==> config.mk <==
export PLATFORM = sky130hd
export DESIGN_NAME = evc_ctrl
export DESIGN_NICKNAME = d
export VERILOG_FILES = /design/src/rtl/evc_pkg.sv /design/src/rtl/evc_ctrl.sv
export SDC_FILE = /design/constraint.sdc
export NUM_CORES = 1
export LEC_CHECK = 0
export BUFFER_PORTS_ARGS = -buffer_cell sky130_fd_sc_hd__buf_4
export CAP_MARGIN = 5
export CORE_UTILIZATION = 41
export CTS_CLUSTER_DIAMETER = 200
export DETAILED_ROUTE_END_ITERATION = 8
export GPL_TIMING_DRIVEN = 0
export SETUP_SLACK_MARGIN = 0.02
export SYNTH_ARGS = -nofsm -noshare
export SYNTH_HDL_FRONTEND = slang
export SYNTH_SLANG_ARGS = --single-unit
==> constraint.sdc <==
create_clock -name i_clk -period 8.4 [get_ports i_clk]
set_input_delay 1.68 -clock i_clk [delete_from_list [all_inputs] [get_ports i_clk]]
set_output_delay 1.68 -clock i_clk [all_outputs]
set_load 0.01 [all_outputs]
==> src/rtl/evc_pkg.sv <==
// Package with shared types and constants for the eigenvector check block.
`default_nettype none
package evc_pkg;
    localparam int unsigned MAX_DIM_DEF = 8;
    localparam int unsigned VAL_W = 32;
    localparam int unsigned CFG_W = 16;
    localparam logic [3:0] DIM_RESET = 4'd8;
    localparam logic [15:0] TOL_RESET = 16'd1;
    localparam logic CFG_DIM = 1'b0;
    localparam logic CFG_TOL = 1'b1;
    localparam logic MODE_MATRIX = 1'b0;
    localparam logic MODE_VECTOR = 1'b1;

    typedef struct packed {
        logic clr_acc;
        logic mac;
        logic fin_row;
        logic div_start;
        logic chk;
        logic emit;
    } t_cmd;

    typedef struct packed {
        logic div_done;
        logic vi_zero;
        logic agree;
    } t_stat;
endpackage
`default_nettype wire

==> src/rtl/evc_ctrl.sv <==
// Controller: sequences row products, divisions and result emission.
`default_nettype none
module evc_ctrl #(
    parameter int unsigned MAX_DIM = evc_pkg::MAX_DIM_DEF,
    localparam int unsigned AW = $clog2(MAX_DIM)
) (
    input  wire logic          i_clk,
    input  wire logic          i_rst_n,
    input  wire logic          i_go,
    input  wire logic [3:0]    i_dim,
    input  wire evc_pkg::t_stat i_stat,
    input  wire logic          i_ostall,
    output logic               o_busy,
    output logic [AW-1:0]      o_ri,
    output logic [AW-1:0]      o_rj,
    output evc_pkg::t_cmd      o_cmd,
    output logic               o_first,
    output logic               o_valid,
    output logic [2:0]         o_idx,
    output logic               o_last,
    output logic               o_is_eig
);
    typedef enum logic [6:0] {
        S_IDLE = 7'b0000001, S_MAC = 7'b0000010, S_FIN = 7'b0000100,
        S_DIV = 7'b0001000, S_WAIT = 7'b0010000, S_RD = 7'b0100000,
        S_OUT = 7'b1000000
    } t_state;
    localparam int unsigned CAP = (MAX_DIM < 8) ? MAX_DIM : 8;

    t_state r_st, n_st;
    logic [AW:0] r_i, n_i;
    logic [AW+1:0] r_j, n_j;
    logic [AW:0] w_dm1;
    logic [2:0] r_drain, n_drain;
    logic [3:0] w_dim;
    logic r_ov, n_ov, r_ol;

    always_comb begin
        w_dim = i_dim;
        if (w_dim == 4'd0) w_dim = 4'd1;
        if (w_dim > 4'(CAP)) w_dim = 4'(CAP);
    end
    assign w_dm1 = (AW+1)'(w_dim - 4'd1);

    always_comb begin
        n_st = r_st; n_i = r_i; n_j = r_j; n_drain = r_drain; n_ov = r_ov;
        o_cmd = '0;
        o_first = 1'b0;
        unique case (r_st)
            S_IDLE: if (i_go) begin
                n_st = S_MAC; n_i = '0; n_j = '0; n_drain = '0;
                o_first = 1'b1; o_cmd.clr_acc = 1'b1;
            end
            S_MAC: begin
                // Read addresses advance; each product lands after the RAM read, r_m/r_v and r_p registers.
                if (r_drain >= 3'd3) o_cmd.mac = 1'b1;
                n_j = r_j + 1'b1;
                n_drain = (r_drain == 3'd3) ? 3'd3 : r_drain + 3'd1;
                if (r_j == (AW+2)'(w_dim + 4'd2)) n_st = S_FIN;
            end
            S_FIN: begin
                o_cmd.fin_row = 1'b1;
                n_st = S_DIV;
            end
            S_DIV: begin
                if (i_stat.vi_zero) begin
                    n_st = (r_i == w_dm1) ? S_RD : S_MAC;
                    n_i = r_i + 1'b1; n_j = '0; n_drain = '0;
                    o_cmd.clr_acc = 1'b1;
                    if (r_i == w_dm1) begin n_i = '0; end
                end else begin
                    o_cmd.div_start = 1'b1;
                    n_st = S_WAIT;
                end
            end
            S_WAIT: if (i_stat.div_done) begin
                o_cmd.chk = 1'b1;
                n_i = r_i + 1'b1; n_j = '0; n_drain = '0;
                o_cmd.clr_acc = 1'b1;
                n_st = (r_i == w_dm1) ? S_RD : S_MAC;
                if (r_i == w_dm1) n_i = '0;
            end
            S_RD: begin
                // Vector read address is set; data arrives next cycle.
                if (!r_ov || !i_ostall) begin
                    n_st = S_OUT;
                    n_ov = 1'b0;
                end
            end
            S_OUT: begin
                o_cmd.emit = 1'b1;
                n_ov = 1'b1;
                if (r_i == w_dm1) n_st = S_IDLE;
                else begin n_i = r_i + 1'b1; n_st = S_RD; end
            end
            default: n_st = S_IDLE;
        endcase
        if (r_ov && !i_ostall && r_st != S_RD && r_st != S_OUT) n_ov = 1'b0;
    end

    always_ff @(posedge i_clk) begin
        if (!i_rst_n) begin
            r_st <= S_IDLE; r_i <= '0; r_j <= '0; r_drain <= '0; r_ov <= 1'b0;
        end else begin
            r_st <= n_st; r_i <= n_i; r_j <= n_j; r_drain <= n_drain; r_ov <= n_ov;
        end
        if (r_st == S_OUT) begin
            o_idx <= 3'(r_i);
            r_ol <= (r_i == w_dm1);
            o_is_eig <= i_stat.agree;
        end
    end

    assign o_ri = r_i[AW-1:0];
    assign o_rj = (r_st == S_RD || r_st == S_OUT) ? r_i[AW-1:0] : r_j[AW-1:0];
    assign o_valid = r_ov;
    assign o_last = r_ol;
    assign o_busy = (r_st != S_IDLE) || r_ov;
endmodule
`default_nettype wire
==> results summary <==
The maximum cell stage delay along the critical path came out at 0.45 ns. After clock tree synthesis, the clock-pin slew on the worst setup and hold paths is 0.09 ns. The final period utilization came out at 53.3%. The max-cap violation count is 0.

In this run, synthesis inferred 5 flip-flops with an integrated enable. The first global-routing pass estimated 6.22 mm of wire. The final weighted congestion in routability-driven placement is 0.851. The share of synthesized flip-flops with an asynchronous set or reset came out at 0%. The total count of hold-check failures in the final report came out at 0. The total number of yosys warnings came out at 0. Of all nets on the critical path, the largest fanout is 3. Among all stages on the critical path, the largest delay is contributed by sky130_fd_sc_hd__or3b_2.

In the final timing run, aggregate negative setup slack is 0 ns. The total clock buffers created by CTS is 3. The leakage power came out at 0.838 nW. Synthesis produced 186 cells. Entering global routing, the biggest net connects 14 pins. Broken down by cell family, the worst path's largest delay share belongs to simple AND/OR/NAND/NOR gates. The die boundary width came out at 64.8 µm. The tightest hold margin is 0.495 ns.

The initial utilization of the core area, before any placement, comes to 43.5%. The core box area came out at 3720 µm². The post-synthesis cell area came out at 1620 µm².

For the worst setup path, the data arrival time is 2.79 ns. Leaving out fill and tap cells, the most frequent cell in the layout is sky130_fd_sc_hd__buf_4. The total wirelength of the detailed-routed design is 3.84 mm.

The flow ran to the end, and the final reports show no timing, DRC or antenna violations. Synthesis produced a netlist with a net count of 204. After synthesis, flip-flops and latches occupy 34.1% of the total area.

The post-cts hold buffer count came out at 0. Summed over all nets, the switching power comes to 148 µW. The clock reaches the later pin of the worst-skew pair after 0.27 ns. The post-CTS setup buffer count came out at 0. The worst setup path is of the in -> out kind. The vertical extent of the die is 64.8 µm.

The clock passes through at most 2 buffers. For this run, the leading register cell type out of synthesis is sky130_fd_sc_hd__dfxtp_1. STA classifies the critical path endpoint as a primary output. The worst hold path belongs to the class reg -> reg. The required time of the worst setup path is 6.72 ns. The worst register-to-register path begins at r_st[4]$_SDFFE_PN0P_. The final routed DRC violation total came out at 0.

The internal power contribution came out at 238 µW. Dividing total power by cell area gives a power density of 198 nW/µm². In this run the worst setup path begins at i_stat[1]. The port buffer count came out at 30. The number of library cell types mapped by synthesis is 48. The number of gates given a new drive strength after cts came out at 0. TritonCTS built the clock tree.

The actual transition at the worst max-transition pin is 1.18 ns. For this design the top-level I/O count stands at 31. The net switching share of the total power is 38.3%.

In this run, the number of DRC markers left after iteration 0 of detailed routing was 49. The clock sink count came out at 25. The number of antenna diodes in the final layout is 0. The initial antenna violation count is 0. The number of fill cells is 373. In the global route stage, overall resource usage came out at 19.3%. The element type at the critical path start is an input pin. Dividing the synthesized area by the synthesized cell count gives 8.69 µm². The setup skew after layout came out at 0.00201 ns.

The post-layout net count is 239. The floorplan step defined a die boundary enclosing 4200 µm². The fmax is 0.223 GHz. The count of TritonRoute iterations in the first routing pass is 4.

The clock power share is 19.3%. Setup repair after global routing left no endpoint under its margin. The via count of the first global-routing pass came to 1,374.

After global routing the overflow that remains totals 0. Of the cells placed in the final design, the portion with a size suffix greater than 1 is 25.5%. Summing over every cut layer, the via total after detailed routing is 1,487. The critical path contains buffers and inverters numbering 2 combined. The via count normalized by instance count came out at 5.55. The synthesized design contains 25 register bits. Walking the worst path, the cells encountered are buf_4 > or3b_2 > nor3_1 > buf_4.

The remaining antenna violation count after routing came out at 0. The worst hold path begins at r_drain[2]$_SDFFE_PN0P_. Headroom to the max-slew limit came out at 20.4%.

Setup violations remaining at the end of the flow were counted as 0. Per report_power, the combinational group accounts for 44.0% of the total. The max-slew violation count is 0. The total half-perimeter wirelength after legalization and detailed placement is 3.04 mm. The worst supply voltage drop on vdd is 96.9 µV. The share of total power in sequential cells came out at 36.7%. The layout overhead on the synthesized area is 20.4%.

In the final routed layout, each cell accounts on average for 14.3 µm. The count of standard-cell rows is 22. The reg2reg setup slack is 5.58 ns.

The root buffer cell chosen for the clock tree is sky130_fd_sc_hd__clkbuf_8. The cell seen most often among critical-path stages is sky130_fd_sc_hd__buf_4. The number of H-tree levels is 1. For the finished layout, the period the worst path requires is 4.47 ns. The top cell types in the final layout, fill and taps aside, are sky130_fd_sc_hd__buf_4, sky130_fd_sc_hd__dfxtp_1, sky130_fd_sc_hd__nor2_1, sky130_fd_sc_hd__nand2_1, sky130_fd_sc_hd__o21ai_0.
## synthesized netlist by cell type (4+ instances only)
master	number	area share, %
sky130_fd_sc_hd__a211oi_1	5	2.3
sky130_fd_sc_hd__nor3_1	6	1.9
sky130_fd_sc_hd__nand3_1	5	1.5
sky130_fd_sc_hd__and3_1	6	2.3
sky130_fd_sc_hd__mux2_2	4	2.8
sky130_fd_sc_hd__a21oi_1	8	2.5
sky130_fd_sc_hd__ha_1	7	5.4
sky130_fd_sc_hd__nand4_1	5	1.9
sky130_fd_sc_hd__clkbuf_1	4	0.93
sky130_fd_sc_hd__o21ai_0	11	3.4
sky130_fd_sc_hd__nand2_1	11	2.6
sky130_fd_sc_hd__edfxtp_1	5	9.3
sky130_fd_sc_hd__dfxtp_1	20	25
sky130_fd_sc_hd__xor2_1	7	3.8
sky130_fd_sc_hd__inv_1	10	2.3
sky130_fd_sc_hd__nor2_1	19	4.4
sky130_fd_sc_hd__xnor2_1	7	3.8
## per-stage QoR
stage	power, mW	instances	setup slack [ns]	area [µm²]	utilization (%)
after global placement	0.309	264	3.92	1900	51.2
final	0.386	268	3.93	1950	52.4
after CTS	0.387	268	3.92	1950	52.4
after global routing	0.410	268	3.79	1950	52.4
after detailed placement	0.313	264	3.92	1900	51.2
after floorplan	0.262	186	4.19	1620	-
## routing by layer
| metal | GRT usage [%] | share of wire [%] |
|---|---|---|
| met1 | 24.4 | 47 |
| met2 | 33.3 | 49 |
| met5 | 0 | 0 |
| met3 | 2.82 | 3.3 |
| met4 | 6.11 | 0.91 |
## worst register-to-register path, cell delays in order (launching register included)
cell	delay [ns]
sky130_fd_sc_hd__dfxtp_1	0.34
sky130_fd_sc_hd__clkbuf_1	0.21
sky130_fd_sc_hd__nor4b_1	0.54
sky130_fd_sc_hd__a211oi_1	0.14
sky130_fd_sc_hd__nor4b_1	0.98
sky130_fd_sc_hd__inv_1	0.22
sky130_fd_sc_hd__a21oi_1	0.21
sky130_fd_sc_hd__nor2_1	0.06
## layout make-up
type,instances,area [µm²],area share [%]
inverters,10,37.5,1.93
clock buffers,4,45.0,2.31
flip-flops and latches,25,551,28.3
plain buffers,8,48.8,2.51
multi-input cells,143,980,50.3
well taps,48,60.1,3.08
repair buffers,30,225,11.6
## worst paths after layout
check,endpoint,cells past startpoint
worst max-delay path,o_cmd[2],4
worst max register to register,r_drain[0]$_SDFFE_PN0P_,7
worst min register to register,r_drain[2]$_SDFFE_PN0P_,2
worst min-delay path,r_drain[2]$_SDFFE_PN0P_,2
## power by group through the flow
stage	sequential [mW]	combinational [mW]	clock (mW)
6_report	0.142	0.170	0.0744
5_1_grt	0.143	0.188	0.0792
4_1_cts	0.141	0.169	0.0763
3_5_place_dp	0.144	0.169	0
3_3_place_gp	0.144	0.165	0
2_1_floorplan	0.141	0.121	0
## state kept, by name, summed over array words and instances, names as in the netlist
signal	flops
r_st	7
r_j	5
r_i	4
o_idx	3
r_drain	3
o_is_eig	1
o_last	1
o_valid	1
## logic make-up after synthesis
| family | share of synthesized area, % |
|---|---|
| DFF | 34.1 |
| buffers and inverters | 5.34 |
| AOI/OAI and AO/OA | 17.0 |
| xor gates and xnor gates | 7.59 |
| adders and majority gates | 5.42 |
| and+or+nand+nor | 27.2 |
| muxes | 3.41 |
No activity file was read; power rests on OpenSTA's default activity.
